**src/sv/lcs_pkg.sv**
```systemverilog
// shared types and constants of the led cube layer scan driver
package lcs_pkg;

  localparam int unsigned NUM_LAYERS_DEF  = 8;
  localparam int unsigned NUM_COLUMNS_DEF = 8;
  localparam int unsigned BYTE_W          = 8;

  // host operation codes
  typedef enum logic [1:0] {
    OP_WRITE = 2'd0,
    OP_SET   = 2'd1,
    OP_CLEAR = 2'd2,
    OP_SCAN  = 2'd3
  } op_e;

  // sequencer states
  typedef enum logic [2:0] {
    ST_IDLE,
    ST_CLEAR,
    ST_RMW_RD,
    ST_RMW_WR,
    ST_SEL,
    ST_COL_RD,
    ST_COL_OUT
  } state_e;

  // one input beat
  typedef struct packed {
    logic [1:0]        mode;
    logic [2:0]        layer;
    logic [2:0]        column;
    logic [2:0]        bit_index;
    logic [BYTE_W-1:0] value;
  } item_t;

  // one output beat
  typedef struct packed {
    logic [BYTE_W-1:0] shift_byte;
    logic              last;
  } beat_t;

  // frame store controls
  typedef struct packed {
    logic rd_en;
    logic wr_en;
    logic clr_all;
  } store_ctrl_t;

  // output register load request
  typedef struct packed {
    logic  load;
    beat_t beat;
  } out_load_t;

endpackage

```
**src/sv/lcs_store.sv**
```systemverilog
// frame store memory with per-entry valid bits and registered read port
module lcs_store #(
  parameter int unsigned NumLayers  = lcs_pkg::NUM_LAYERS_DEF,
  parameter int unsigned NumColumns = lcs_pkg::NUM_COLUMNS_DEF,
  localparam int unsigned Depth     = NumLayers * NumColumns,
  localparam int unsigned AddrW     = $clog2(Depth)
) (
  input  logic                        clk_i,
  input  logic                        rst_ni,
  input  lcs_pkg::store_ctrl_t        ctrl_i,
  input  logic [AddrW-1:0]            addr_i,
  input  logic [lcs_pkg::BYTE_W-1:0]  wdata_i,
  output logic [lcs_pkg::BYTE_W-1:0]  rdata_o
);

  logic [lcs_pkg::BYTE_W-1:0] mem_q [Depth];
  logic [lcs_pkg::BYTE_W-1:0] rd_q;
  logic [Depth-1:0]           vld_q;
  logic                       rd_vld_q;

  // single port memory, read data registered
  always_ff @(posedge clk_i) begin
    if (ctrl_i.wr_en) begin
      mem_q[addr_i] <= wdata_i;
    end
    if (ctrl_i.rd_en) begin
      rd_q <= mem_q[addr_i];
    end
  end

  // valid bits stand in for clearing the array
  always_ff @(posedge clk_i or negedge rst_ni) begin
    if (!rst_ni) begin
      vld_q    <= '0;
      rd_vld_q <= 1'b0;
    end else begin
      if (ctrl_i.clr_all) begin
        vld_q <= '0;
      end else if (ctrl_i.wr_en) begin
        vld_q[addr_i] <= 1'b1;
      end
      if (ctrl_i.rd_en) begin
        rd_vld_q <= vld_q[addr_i];
      end
    end
  end

  // an entry never written since the last clear reads as zero
  assign rdata_o = rd_vld_q ? rd_q : '0;

endmodule

```
**src/sv/lcs_seq.sv**
```systemverilog
// sequencer: host operations, byte merge and the scan walk over one layer
module lcs_seq #(
  parameter int unsigned NumLayers  = lcs_pkg::NUM_LAYERS_DEF,
  parameter int unsigned NumColumns = lcs_pkg::NUM_COLUMNS_DEF,
  localparam int unsigned AddrW     = $clog2(NumLayers * NumColumns),
  localparam int unsigned LayerW    = $clog2(NumLayers),
  localparam int unsigned ColW      = (NumColumns > 1) ? $clog2(NumColumns) : 1
) (
  input  logic                        clk_i,
  input  logic                        rst_ni,
  input  logic                        in_valid_i,
  input  lcs_pkg::item_t              in_data_i,
  output logic                        in_stall_o,
  input  logic                        slot_free_i,
  output lcs_pkg::out_load_t          out_load_o,
  output lcs_pkg::store_ctrl_t        store_ctrl_o,
  output logic [AddrW-1:0]            store_addr_o,
  output logic [lcs_pkg::BYTE_W-1:0]  store_wdata_o,
  input  logic [lcs_pkg::BYTE_W-1:0]  store_rdata_i
);

  lcs_pkg::state_e    state_q, state_d;
  lcs_pkg::item_t     item_q;
  logic [LayerW-1:0]  scan_layer_q;
  logic [ColW-1:0]    scan_col_q;
  logic               accept;
  logic               addr_ok_in;
  logic               last_col;
  logic [AddrW-1:0]   item_addr;
  logic [AddrW-1:0]   scan_addr;

  assign accept     = in_valid_i && (state_q == lcs_pkg::ST_IDLE);
  assign in_stall_o = (state_q != lcs_pkg::ST_IDLE);
  assign addr_ok_in = (32'(in_data_i.layer) < NumLayers) &&
                      (32'(in_data_i.column) < NumColumns);
  assign last_col   = (32'(scan_col_q) == NumColumns - 1);
  assign item_addr  = AddrW'(32'(item_q.layer) * NumColumns + 32'(item_q.column));
  assign scan_addr  = AddrW'(32'(scan_layer_q) * NumColumns + 32'(scan_col_q));

  // next state
  always_comb begin
    state_d = state_q;
    case (state_q)
      lcs_pkg::ST_IDLE: begin
        if (accept) begin
          case (lcs_pkg::op_e'(in_data_i.mode))
            lcs_pkg::OP_WRITE,
            lcs_pkg::OP_SET:   state_d = addr_ok_in ? lcs_pkg::ST_RMW_RD : lcs_pkg::ST_IDLE;
            lcs_pkg::OP_CLEAR: state_d = lcs_pkg::ST_CLEAR;
            lcs_pkg::OP_SCAN:  state_d = lcs_pkg::ST_SEL;
            default:           state_d = lcs_pkg::ST_IDLE;
          endcase
        end
      end
      lcs_pkg::ST_CLEAR:  state_d = lcs_pkg::ST_IDLE;
      lcs_pkg::ST_RMW_RD: state_d = lcs_pkg::ST_RMW_WR;
      lcs_pkg::ST_RMW_WR: state_d = lcs_pkg::ST_IDLE;
      lcs_pkg::ST_SEL: begin
        if (slot_free_i) state_d = lcs_pkg::ST_COL_RD;
      end
      lcs_pkg::ST_COL_RD: state_d = lcs_pkg::ST_COL_OUT;
      lcs_pkg::ST_COL_OUT: begin
        if (slot_free_i) state_d = last_col ? lcs_pkg::ST_IDLE : lcs_pkg::ST_COL_RD;
      end
      default: state_d = lcs_pkg::ST_IDLE;
    endcase
  end

  // state outputs: store port, merge unit, output beat
  always_comb begin
    store_ctrl_o  = '0;
    store_addr_o  = item_addr;
    store_wdata_o = item_q.value;
    out_load_o    = '0;
    case (state_q)
      lcs_pkg::ST_CLEAR: store_ctrl_o.clr_all = 1'b1;
      lcs_pkg::ST_RMW_RD: store_ctrl_o.rd_en = 1'b1;
      lcs_pkg::ST_RMW_WR: begin
        store_ctrl_o.wr_en = 1'b1;
        if (lcs_pkg::op_e'(item_q.mode) == lcs_pkg::OP_SET) begin
          store_wdata_o = store_rdata_i | (lcs_pkg::BYTE_W'(1) << item_q.bit_index);
        end
      end
      lcs_pkg::ST_SEL: begin
        out_load_o.load            = slot_free_i;
        out_load_o.beat.shift_byte = lcs_pkg::BYTE_W'(1) << scan_layer_q;
        out_load_o.beat.last       = 1'b0;
      end
      lcs_pkg::ST_COL_RD: begin
        store_ctrl_o.rd_en = 1'b1;
        store_addr_o       = scan_addr;
      end
      lcs_pkg::ST_COL_OUT: begin
        store_addr_o               = scan_addr;
        out_load_o.load            = slot_free_i;
        out_load_o.beat.shift_byte = store_rdata_i;
        out_load_o.beat.last       = last_col;
      end
      default: ;
    endcase
  end

  // state and scan counters
  always_ff @(posedge clk_i or negedge rst_ni) begin
    if (!rst_ni) begin
      state_q      <= lcs_pkg::ST_IDLE;
      scan_layer_q <= '0;
      scan_col_q   <= '0;
    end else begin
      state_q <= state_d;
      if ((state_q == lcs_pkg::ST_COL_OUT) && slot_free_i) begin
        if (last_col) begin
          scan_col_q   <= '0;
          scan_layer_q <= (scan_layer_q == LayerW'(NumLayers - 1)) ? '0
                          : scan_layer_q + LayerW'(1);
        end else begin
          scan_col_q <= scan_col_q + ColW'(1);
        end
      end
    end
  end

  // item holding register
  always_ff @(posedge clk_i) begin
    if (accept) begin
      item_q <= in_data_i;
    end
  end

  // column counter stays inside the layer
  assert property (@(posedge clk_i) disable iff (!rst_ni)
    32'(scan_col_q) < NumColumns)
    else $error("scan column out of range");

  // a write to a missing entry leaves the store alone
  assert property (@(posedge clk_i) disable iff (!rst_ni)
    (accept && !addr_ok_in &&
     ((in_data_i.mode == lcs_pkg::OP_WRITE) || (in_data_i.mode == lcs_pkg::OP_SET)))
    |=> (state_q == lcs_pkg::ST_IDLE))
    else $error("out of range store access not dropped");

  // the final column beat ends the scan and moves the layer
  assert property (@(posedge clk_i) disable iff (!rst_ni)
    (out_load_o.load && out_load_o.beat.last)
    |=> (state_q == lcs_pkg::ST_IDLE) && (scan_layer_q != $past(scan_layer_q)))
    else $error("scan did not finish after last beat");

  // column data only follows its read
  assert property (@(posedge clk_i) disable iff (!rst_ni)
    (state_q == lcs_pkg::ST_COL_OUT)
    |-> ($past(state_q) == lcs_pkg::ST_COL_RD) || ($past(state_q) == lcs_pkg::ST_COL_OUT))
    else $error("column beat without store read");

endmodule

```
**src/sv/led_cube_layer_scan_driver.sv**
```systemverilog
// top level of the led cube layer scan driver with its output register
//
//   channel  direction  payload          handshake
//   in       input      lcs_pkg::item_t  in_valid_i / in_stall_o
//   out      output     lcs_pkg::beat_t  out_valid_o / out_stall_i
//
// write byte and set voxel go through a store read state and then a store write
// state; clear store goes through one clear state, and an out of range write or
// set is dropped at once. a scan tick selects the layer, then reads and sends
// each column in turn: the single store port gives one column read at a time.
// reset clears the sequencer, the layer counter and the store's valid bits at
// once; no clearing pass is needed. output stall holds the sequencer while a
// beat waits, and the input is stalled for the whole of each operation.
module led_cube_layer_scan_driver #(
  parameter int unsigned NumLayers  = lcs_pkg::NUM_LAYERS_DEF,
  parameter int unsigned NumColumns = lcs_pkg::NUM_COLUMNS_DEF
) (
  input  logic            clk_i,
  input  logic            rst_ni,
  input  logic            in_valid_i,
  input  lcs_pkg::item_t  in_data_i,
  output logic            in_stall_o,
  output logic            out_valid_o,
  output lcs_pkg::beat_t  out_data_o,
  input  logic            out_stall_i
);

  localparam int unsigned AddrW = $clog2(NumLayers * NumColumns);

  lcs_pkg::store_ctrl_t        store_ctrl;
  logic [AddrW-1:0]            store_addr;
  logic [lcs_pkg::BYTE_W-1:0]  store_wdata;
  logic [lcs_pkg::BYTE_W-1:0]  store_rdata;
  lcs_pkg::out_load_t          out_load;
  logic                        slot_free;
  logic                        out_valid_q;
  lcs_pkg::beat_t              out_data_q;

  assign slot_free = !out_valid_q || !out_stall_i;

  lcs_seq #(
    .NumLayers  (NumLayers),
    .NumColumns (NumColumns)
  ) u_seq (
    .clk_i         (clk_i),
    .rst_ni        (rst_ni),
    .in_valid_i    (in_valid_i),
    .in_data_i     (in_data_i),
    .in_stall_o    (in_stall_o),
    .slot_free_i   (slot_free),
    .out_load_o    (out_load),
    .store_ctrl_o  (store_ctrl),
    .store_addr_o  (store_addr),
    .store_wdata_o (store_wdata),
    .store_rdata_i (store_rdata)
  );

  lcs_store #(
    .NumLayers  (NumLayers),
    .NumColumns (NumColumns)
  ) u_store (
    .clk_i   (clk_i),
    .rst_ni  (rst_ni),
    .ctrl_i  (store_ctrl),
    .addr_i  (store_addr),
    .wdata_i (store_wdata),
    .rdata_o (store_rdata)
  );

  // output beat valid
  always_ff @(posedge clk_i or negedge rst_ni) begin
    if (!rst_ni) begin
      out_valid_q <= 1'b0;
    end else if (out_load.load) begin
      out_valid_q <= 1'b1;
    end else if (!out_stall_i) begin
      out_valid_q <= 1'b0;
    end
  end

  // output beat payload
  always_ff @(posedge clk_i) begin
    if (out_load.load) begin
      out_data_q <= out_load.beat;
    end
  end

  assign out_valid_o = out_valid_q;
  assign out_data_o  = out_data_q;

endmodule
```
**config.mk**
```make
export PLATFORM = sky130hd
export DESIGN_NAME = led_cube_layer_scan_driver
export DESIGN_NICKNAME = d
export VERILOG_FILES = /design/src/sv/lcs_pkg.sv /design/src/sv/lcs_store.sv /design/src/sv/lcs_seq.sv /design/src/sv/led_cube_layer_scan_driver.sv
export SDC_FILE = /design/constraint.sdc
export NUM_CORES = 1
export LEC_CHECK = 0
export ABC_AREA = 1
export BUFFER_PORTS_ARGS = -buffer_cell sky130_fd_sc_hd__buf_4
export CAP_MARGIN = 5
export CORE_ASPECT_RATIO = 0.6
export CORE_MARGIN = 4
export CORE_UTILIZATION = 55
export DETAILED_ROUTE_END_ITERATION = 8
export PLACE_DENSITY_LB_ADDON = 0.2
export SLEW_MARGIN = 0
export SYNTH_ARGS = -nofsm -noshare
export SYNTH_HDL_FRONTEND = slang
export SYNTH_SLANG_ARGS = --single-unit
```
**constraint.sdc**
```tcl
create_clock -name clk_i -period 2.7 [get_ports clk_i]
set_clock_uncertainty 0.1 [all_clocks]
set_input_delay 0.27 -clock clk_i [delete_from_list [all_inputs] [get_ports clk_i]]
set_output_delay 0.27 -clock clk_i [all_outputs]
set_load 0.1 [all_outputs]
```
Word-level counts from Yosys, hierarchy flattened
Memories as Yosys holds them, arrays and structs flattened. A register that Yosys moved wholly into a read port is not among the register bits.
Index checks and enable logic that the tools add are counted.
{"block": "op_classes", "n_addsub": 4, "magnitude_cmp": 2, "n_eq_ne": 16, "n_shift": 2, "mux": 26, "n_bitwise": 2, "reduce_logical": 15}
{"cell": "$mux 64", "count": 2}
{"cell": "$or 64x64->64", "count": 1}
{"cell": "$mux 8", "count": 3}
{"cell": "$pmux 10 s2", "count": 1}
{"cell": "$mux 3", "count": 6}
{"cell": "$shl 1x3->8 const A", "count": 2}
{"cell": "$eq 3x3->1 const B", "count": 5}
{"cell": "$pmux 3 s5", "count": 1}
{"cell": "$add 6x3->6", "count": 2}
{"cell": "$mux 1", "count": 9}
{"cell": "$pmux 3 s3", "count": 1}
{"cell": "$ne 2x1->1 const B", "count": 4}
{"cell": "$or 8x8->8", "count": 1}
{"cell": "$lt 6x7->1 const B", "count": 1}
{"cell": "$add 3x1->3 const B", "count": 2}
{"cell": "$bmux 1 s6", "count": 1}
{"cell": "$demux 1 s6", "count": 1}
{"cell": "$eq 3x2->1 const B", "count": 2}
{"cell": "$ge 6x1->1 const B", "count": 1}
{"cell": "$mux 6", "count": 1}
{"cell": "$reduce_or 2->1", "count": 3}
{"cell": "$eq 2x1->1 const B", "count": 2}
{"cell": "$eq 2x2->1 const B", "count": 2}
{"cell": "$eq 3x1->1 const B", "count": 1}
{"cell": "other kinds (9)", "count": 12}
{"block": "word_totals", "ff_bits": 103, "mem_bits_rw": 512, "input_bits": 23, "output_inout_bits": 11, "word_cells": 81, "mem_count": 1}
{"name": "u_store.mem_q", "depth": 64, "width": 8, "read_ports": 1, "rd_ports_with_merged_regs": 1, "write_ports": 1, "line": "lcs_store.sv:16", "source": "logic [lcs_pkg::BYTE_W-1:0] mem_q [Depth];"}

Longest topological paths before layout
Gate-level depths: netlist of run 1.
{"block": "logic_depth", "ltp_word": 10, "mapped_depth": 18, "depth_no_buf": 16}

Hierarchy
Synthesis of run 1 repeated with hierarchy kept, for this count alone.
{"block": "unflattened", "hier_cells": 2385, "area_unflattened_um2": 26061.2}
{"mod": "lcs_store", "n_inst": 1, "cells_per_inst": 2169, "area_per_inst_um2": 24094.4, "seq_area_each_um2": 17241.5}
{"mod": "lcs_seq", "n_inst": 1, "cells_per_inst": 203, "area_per_inst_um2": 1655.3, "seq_area_each_um2": 795.8}
{"mod": "led_cube_layer_scan_driver", "n_inst": 1, "cells_per_inst": 13, "area_per_inst_um2": 311.5, "seq_area_each_um2": 295.3}

Least setup slack after synthesis of run 1
No wires, ideal clock.
{"block": "synth_timing", "kind": "flip-flop to flip-flop", "startpoint": "register u_seq.state_q[1]", "endpoint": "register u_seq.item_q[0] (netlist bit), enable pin", "setup_ns": 0.395, "arrival_time_ns": 2.224, "required_time_ns": 2.205, "setup_slack_ns": -0.019, "path_stages_with_launch": 4, "path_buffers": 0, "synth_period_minus_slack_ns": 2.719, "cell_sequence": "dfrtp_1 > nor2_1 > nand2_1 > nor2_1"}
{"block": "synth_via", "elab_chain_cells": 2}
{"item": "start: declaration", "line": "lcs_seq.sv:22", "source": "lcs_pkg::state_e state_q, state_d;"}
{"item": "start signal: assignment", "line": "lcs_seq.sv:106", "source": "state_q <= lcs_pkg::ST_IDLE;"}
{"item": "start signal: assignment", "line": "lcs_seq.sv:110", "source": "state_q <= state_d;"}
{"item": "$logic_not 3->1", "line": "lcs_seq.sv:32", "source": "assign accept = in_valid_i && (state_q == lcs_pkg::ST_IDLE);"}
{"item": "$logic_and 1x1->1", "line": "lcs_seq.sv:32"}
{"item": "net u_seq.accept", "line": "lcs_seq.sv:26", "source": "logic accept;"}
{"item": "end signal: assignment", "line": "lcs_seq.sv:126", "source": "item_q <= in_data_i;"}
{"item": "end: declaration", "line": "lcs_seq.sv:23", "source": "lcs_pkg::item_t item_q;"}
The timed path passes the listed nets, and every way through them passes these cells.
A chain may end at the register's enable or synchronous reset.

Worst setup path in the final report of run 1
{"block": "layout_timing", "startpoint": "register u_seq.state_q[0]", "endpoint": "register u_store.rd_q[4] (netlist bit), read port of u_store.mem_q (data pin)"}
{"block": "layout_via", "elab_chain_cells": 3, "elab_cells_between_ends": 7, "cone_classes": "3 x eq/ne; 2 x mux; 2 x reduce/logical"}
{"item": "$eq 3x3->1 / $eq 3x2->1 (equally long branches)", "line": "lcs_seq.sv:75", "source": "case (state_q)"}
{"item": "$reduce_or 2->1 (no line)"}
{"item": "$mux 6 / $mux 1 (equally long branches)", "line": "lcs_seq.sv:75"}
{"item": "end: declaration", "line": "lcs_store.sv:17", "source": "logic [lcs_pkg::BYTE_W-1:0] rd_q;"}
Parallel ways exist; a longest one is shown, timed or not.

==> results of run 1 <==
==> final cells by class <==
| type | count | area, um^2 |
|---|---|---|
| fillers | 3279 | 14770 |
| repair buffers | 277 | 2710 |
| flip-flops and latches | 623 | 18340 |
| multi-input cells | 1359 | 6630 |
| well taps | 620 | 775.7 |
| clock inverters | 30 | 227.7 |
| clock buffers | 70 | 1431 |
| inverters | 121 | 459.2 |
==> power by group <==
part	internal [W]	switching, W
clock	0.00402	0.00344
combinational	0.00339	0.00745
sequential	0.0114	0.000300
==> final timing paths <==
| kind | startpoint | end | depth (start not counted) |
|---|---|---|---|
| setup / recovery | u_seq.state_q[0] | u_store.rd_q[4] | 15 |
| hold / removal | rst_ni | u_store.vld_q[0] | 2 |
| setup reg to reg | u_seq.state_q[0] | u_store.rd_q[4] | 15 |
| hold reg to reg | u_store.vld_q[13] | u_store.vld_q[13] | 2 |
| max in group asynchronous | rst_ni | u_seq.state_q[0] | 3 |
| min in group clk_i | in_data_i[10] | u_seq.item_q[10] | 2 |
==> per-layer routing <==
layer  vias up  part of all wire  routed length (um)
li1       8105                 -                   -
met1      8829              0.42               30800
met2      1261              0.41               30520
met3       117              0.15               11170
met4         0             0.021                1583
met5         -                 0                   0
==> through the flow <==
step,setup TNS [ns],setup WS [ns],cells,hold WS (ns)
6_report,-0.03922,-0.03922,3100,0.08035
2_1_floorplan,-1.377,-0.01406,2209,-0.1256
3_3_place_gp,-0.05692,-0.02968,2947,0.1638
4_1_cts,-0.01087,-0.01087,3073,0.1028
3_5_place_dp,-0.3272,-0.1340,2947,0.1658
5_1_grt,-4.533,-0.09871,3100,0.1514
==> repair_timing <==
item / CTS / global route
buffers inserted: 4 / 18
endpoints found under the hold margin: 58 / 0
pin swaps: 1 / 32
hold buffers: 22 / 0
gates cloned: 0 / 9
gates resized for setup: 18 / 108
endpoints found under the setup margin: 25 / 390
==> flip-flops by register name (all words and copies together), names as in the netlist, 3 cells and up <==
signal	count
u_store.mem_q	512
u_store.vld_q	64
u_seq.item_q	19
out_data_o	9
u_store.rd_q	8
u_seq.scan_col_q	3
u_seq.scan_layer_q	3
u_seq.state_q	3
==> logic make-up after synthesis <==
logic type      count (synthesis)
simple gates                  975
flops                         623
compound gates                367
buf+inv                       228
mux                             8
fa+ha+maj                       8
==> placed cells by master, fill, tap and decap left out, types with 61 or more instances in the layout <==
cell type,netlist,final
nor2_1,133,107
edfxtp_1,548,548
clkbuf_16,0,61
dfrtp_1,75,73
nand3_1,67,65
a21oi_1,142,137
o22ai_1,63,63
nand2_1,738,712
buf_4,8,200
inv_1,107,107
==> results by group, run 1 <==
Layout
  • Share of cells above drive strength 1: 0.1855
  • # diodes: 0
  • Core Util, Final: 0.6742
  • P&R area growth vs syn: 19.51%
  • Finished layout cell area: 30,570 um^2
  • Final net count: 2,467

Critical path
  • Crit-path cells: inv_2, nand3_4, buf_6, nand3b_1, buf_6, nand2_8, buf_6, nor2_4, clkbuf_16, a22oi_1, nand3_1, nand2_2, nand2_4, nor2_1, nand2_1
  • CP Launch Type: flip-flop
  • Slowest cell on crit path: dfrtp_2
  • R2R setup slack: -0.04 ns
  • CP dominant cell by count: buf_6
  • Setup CP Type: flip-flop to flip-flop
  • Buf/Inv on CP: 5
  • Critical path fanouts, max: 8
  • CP arrival: 3.10 ns
  • Crit end category: flip-flop
  • Critical path's top delay family: simple AND/OR/NAND/NOR gates
  • CP max stage delay: 0.44 ns
  • Worst endpoint required time: 3.06 ns

Placed design
  • Routability congestion estimate: 0.9173
  • Placed cell areas: 27,890 um^2
  • Hpwl dp: 45.57 mm
  • I/O Buffers: 33

Timing
  • Fin crit share: 1.015
  • Slew Limit Fails: 0
  • Max-Slew Margin vs Limit: 0.4981
  • Slew @ Worst Pin: 0.7528 ns
  • Final hold violation count: 0
  • F_max: 365.1 MHz
  • Minimum clock period: 2.739 ns
  • RSZ-0062 raised after global routing: true
  • PnR worst setup slack: -0.03922 ns
  • Endpoints failing setup: 1

Clock network
  • Total CTS buffers: 54
  • Latest clock arrival within the worst-skew pair: 0.60 ns
  • Clk root buf: clkbuf_16
  • H-tree levels: 2
  • Clock Path Buffers: 3
  • Num Clock Sinks: 623
  • TritonCTS clock tree: built
  • Clock transition at path regs: 0.07 ns

Drt
  • Via count: 18,310
  • 1st-pass router iterations: 5
  • Iter 0 DRT Violations: 2,665
  • Vias per inst: 5.907
  • Final antenna-violating net count: 0
  • Final wirelength: 74.07 mm
  • DR WL/cell: 23.89 um
  • DRC Markers: 0

Synthesis
  • Simple-gate portion of the synthesized area: 0.1535
  • Number of flops mapped to enable cells by yosys: 548
  • Mux share of post-synthesis cell area: 0.003522
  • Mapped Cells: 2,209
  • Synth area leader: edfxtp_1
  • Top-count cell post-synth: nand2_1
  • Top cells by area, synth: edfxtp_1 (64%), nand2_1 (11%), dfrtp_1 (7.3%)
  • Synth Cell Area: 25,580 um^2
  • Leading cell types by count after synthesis: nand2_1 (738), edfxtp_1 (548), a21oi_1 (142), nor2_1 (133), inv_1 (107)
  • Synth Area in Adders: 0.003913
  • Syn avg cell area: 11.58 um^2
  • Main combinational cell family by area after synthesis: simple AND/OR/NAND/NOR gates
  • Post-Synth XOR/XNOR Area: 0
  • Mapped Nets: 2,240
  • Compound-gate portion of the synthesized area: 0.08369
  • Synth top area share: 0.6433
  • Synth cell types: 35
  • Synth Warn #: 0
  • Asr flop ratio synth: 0.1204
  • Sequential element share of the synthesized area: 0.7167
  • #FFs+latches synth: 623
  • Top_reg_cell synth: edfxtp_1

Pwr
  • Power per cell area: 982.1 nW/um^2
  • Lkg Pwr: 11.71 nW
  • VDD IR max: 687.1 uV
  • Tot Pwr: 0.03002 W

Floorplan
  • Starting Density: 0.5641
  • Die W: 286.4 um
  • FP Rows: 60
  • Die H: 175.0 um
  • Total die area: 50,130 um^2
  • IO Count: 34
  • Core footprint: 45,340 um^2

Worst hold path
  • Type of the most critical hold path: input port to async pin

Outcome
  • Status: complete, but fails checks
  • Failing checks: negative setup slack

GRT
  • First-pass GRT wire length: 106.9 mm
  • GR Util met2: 0.3839
  • M1 GR Usage: 0.4415
  • Total track usage: 0.2847
  • Grt total ovfl: 0
  • Antenna violations before repair: 0
  • Vias in the first global route: 16,980
  • Met3 Resource Use GR: 0.1023
  • Largest net degree at the start of global routing: 65
  • GR peak layer: met1

Flow run
  • Max Cap Viol: 0
Power figures use the tool's default switching activity.
==> inputs of run 2 (changes only) <==
--- a/config.mk
+++ b/config.mk
@@ -10,7 +10,7 @@
 export CAP_MARGIN = 5
 export CORE_ASPECT_RATIO = 0.6
 export CORE_MARGIN = 4
-export CORE_UTILIZATION = 55
+export CORE_UTILIZATION = 56
 export DETAILED_ROUTE_END_ITERATION = 8
 export PLACE_DENSITY_LB_ADDON = 0.2
 export SLEW_MARGIN = 0
==> results by group, run 2 (synthesis results as in run 1) <==
Timing
  • Minimum clock period: 2.769 ns (+0.02986 ns)
  • PnR worst setup slack: -0.06908 ns (-0.02986 ns)
  • Max-Slew Margin vs Limit: 0.3191 (-0.1790)
  • Slew Limit Fails: 0 (unchanged)
  • Min Hold Slack: 0.2946 ns (+0.2143 ns)
  • F_max: 361.1 MHz (-1.1%)
  • RSZ-0062 raised after global routing: true
  • Final hold violation count: 0 (unchanged)
  • Endpoints failing setup: 7 (+6)
  • Fin crit share: 1.026 (+0.01106)
  • Slew @ Worst Pin: 1.021 ns (+0.2685 ns)

Placed design
  • Placed cell areas: 27,990 um^2 (+0.35%)
  • Routability congestion estimate: 0.9203 (+0.33%)
  • I/O Buffers: 33 (unchanged)
  • Hpwl dp: 45.90 mm (+0.71%)

Critical path
  • CP max stage delay: 0.44 ns (about the same)
  • CP Launch Type: flip-flop
  • Worst endpoint required time: 2.95 ns (-0.11 ns)
  • Slowest cell on crit path: dfrtp_1
  • CP dominant cell by count: nand2_1
  • CP arrival: 3.02 ns (-0.08 ns)
  • Buf/Inv on CP: 5 (unchanged)
  • Critical path's top delay family: simple AND/OR/NAND/NOR gates
  • Critical path fanouts, max: 7 (-1)
  • Crit end category: flip-flop
  • Crit-path cells: inv_2, nand3_4, nand3b_1, nand2_8, buf_12, nand2_2, inv_4, buf_12, nand2_1, nand4_1, o21ai_1, buf_4, nand2_1, nor2_1, nand2_1
  • Setup CP Type: flip-flop to flip-flop

Pwr
  • VDD IR max: 685.5 uV (-0.23%)
  • Lkg Pwr: 11.90 nW (+1.6%)
  • Power per cell area: 992.5 nW/um^2 (+1.1%)
  • Tot Pwr: 0.03066 W (+2.1%)

Clock network
  • Total CTS buffers: 53 (-1.9%)
  • Clk root buf: clkbuf_16
  • H-tree levels: 2 (unchanged)
  • Num Clock Sinks: 623 (unchanged)
  • Latest clock arrival within the worst-skew pair: 0.60 ns (about the same)
  • Clock transition at path regs: 0.07 ns (about the same)
  • TritonCTS clock tree: built
  • Clock Path Buffers: 3 (unchanged)

Layout
  • Reg with most FFs: u_store.mem_q
  • # diodes: 0 (unchanged)
  • Finished layout cell area: 30,890 um^2 (+1.1%)
  • Largest register FFs: 512 (unchanged)
  • Regs by FF count: u_store.mem_q (512), u_store.vld_q (64), u_seq.item_q (19)
  • Final net count: 2,489 (+0.89%)
  • Commonest non-fill, non-tap cells in the layout: nand2_1 (693), edfxtp_1 (548), buf_4 (221)
  • P&R area growth vs syn: 20.76%
  • Core Util, Final: 0.6870 (+0.01278)
  • Share of cells above drive strength 1: 0.1986 (+0.01316)
  • Commonest non-fill, non-tap cell in the layout: nand2_1

GRT
  • Grt total ovfl: 0 (unchanged)
  • Total track usage: 0.2877 (+0.002975)
  • First-pass GRT wire length: 107.3 mm (+0.34%)
  • Antenna violations before repair: 1 (+1)
  • Largest net degree at the start of global routing: 76 (+17%)
  • Vias in the first global route: 17,070 (+0.54%)

Outcome
  • Failing checks: negative setup slack
  • Status: complete, but fails checks

Floorplan
  • Starting Density: 0.5688 (+0.004709)
  • Die W: 283.9 um (-0.87%)
  • Core footprint: 44,970 um^2 (-0.83%)
  • Die H: 173.6 um (-0.85%)
  • FP Rows: 60 (unchanged)
  • Total die area: 49,270 um^2 (-1.7%)
  • IO Count: 34 (unchanged)

Drt
  • Iter 0 DRT Violations: 2,785 (+4.5%)
  • DRC Markers: 0 (unchanged)
  • Vias per inst: 5.973 (+1.1%)
  • DR WL/cell: 23.95 um (+0.23%)
  • Final wirelength: 74.03 mm (about the same)
  • Final antenna-violating net count: 0 (unchanged)
  • 1st-pass router iterations: 6 (+1)
  • Via count: 18,460 (+0.83%)

Flow run
  • Max Cap Viol: 0 (unchanged)

Worst hold path
  • Type of the most critical hold path: input port to flip-flop
## run 2: changes by cell type in the layout (fill, tap and decap cells not counted), moves of 3 or more
cell      change
nand2_2      +17
clkinv_2      -4
nand3_1       -4
nor2_4        +5
nand2_1      -19
o21ai_2       -3
nor2_2       -10
nand3_2       +3
buf_4        +21
nor2_1        +5
clkbuf_8      +3
## run 2: worst paths after layout
check,endpoint,start,cells past startpoint,slack (ns)
max,u_store.rd_q[0],u_seq.state_q[0],15,-0.07
min,u_seq.item_q[16],in_data_i[16],2,0.29
max reg2reg,u_store.rd_q[0],u_seq.state_q[0],15,-0.07
min reg2reg,u_store.vld_q[21],u_store.vld_q[21],2,0.44
max in group asynchronous,u_store.vld_q[54],rst_ni,2,1.55
min in group asynchronous,u_store.vld_q[6],rst_ni,2,0.32
## run 2: where the power goes
group | total (W) | switching [W] | internal (W)
Sequential | 0.0117 | 0.000286 | 0.0114
Clock | 0.00774 | 0.00345 | 0.00429
Combinational | 0.0112 | 0.00757 | 0.00365
Total | 0.0307 | 0.0113 | 0.0193
## run 2: layout make-up
class                           count  area, um^2
Timing Repair Buffer              301        2947
Fill cell                        3119       14080
Clock inverter                     27       259.0
Inverter                          121       461.7
Tap cell                          589       737.0
Clock buffer                       72        1469
Sequential cell                   623       18330
Multi-Input combinational cell   1358        6685
## run 2: per-stage QoR
step	setup slack (ns)	std cells	setup TNS, ns
after global placement	-0.3923	2934	-6.124
after floorplan	-0.01406	2209	-1.377
final	-0.06908	3091	-0.2716
after CTS	0.002840	3061	0
after detailed placement	-0.4369	2934	-12.20
after global routing	-0.1240	3091	-4.863
## run 2: layer usage
| metal | global-route usage | part of all wire |
|---|---|---|
| met5 | 0 | 0 |
| met4 | 0.05266 | 0.018 |
| met3 | 0.06597 | 0.14 |
| met2 | 0.4074 | 0.42 |
| met1 | 0.4618 | 0.42 |
## run 2: timing repair
action                                  4_1_cts  5_1_grt
resized for setup                            42      115
endpoints found under the setup margin      195      417
hold endpoints to repair                     99        0
setup buffers                                 6       22
hold buffers                                 22        0
gates cloned                                  1        8
pin swaps                                    12       38
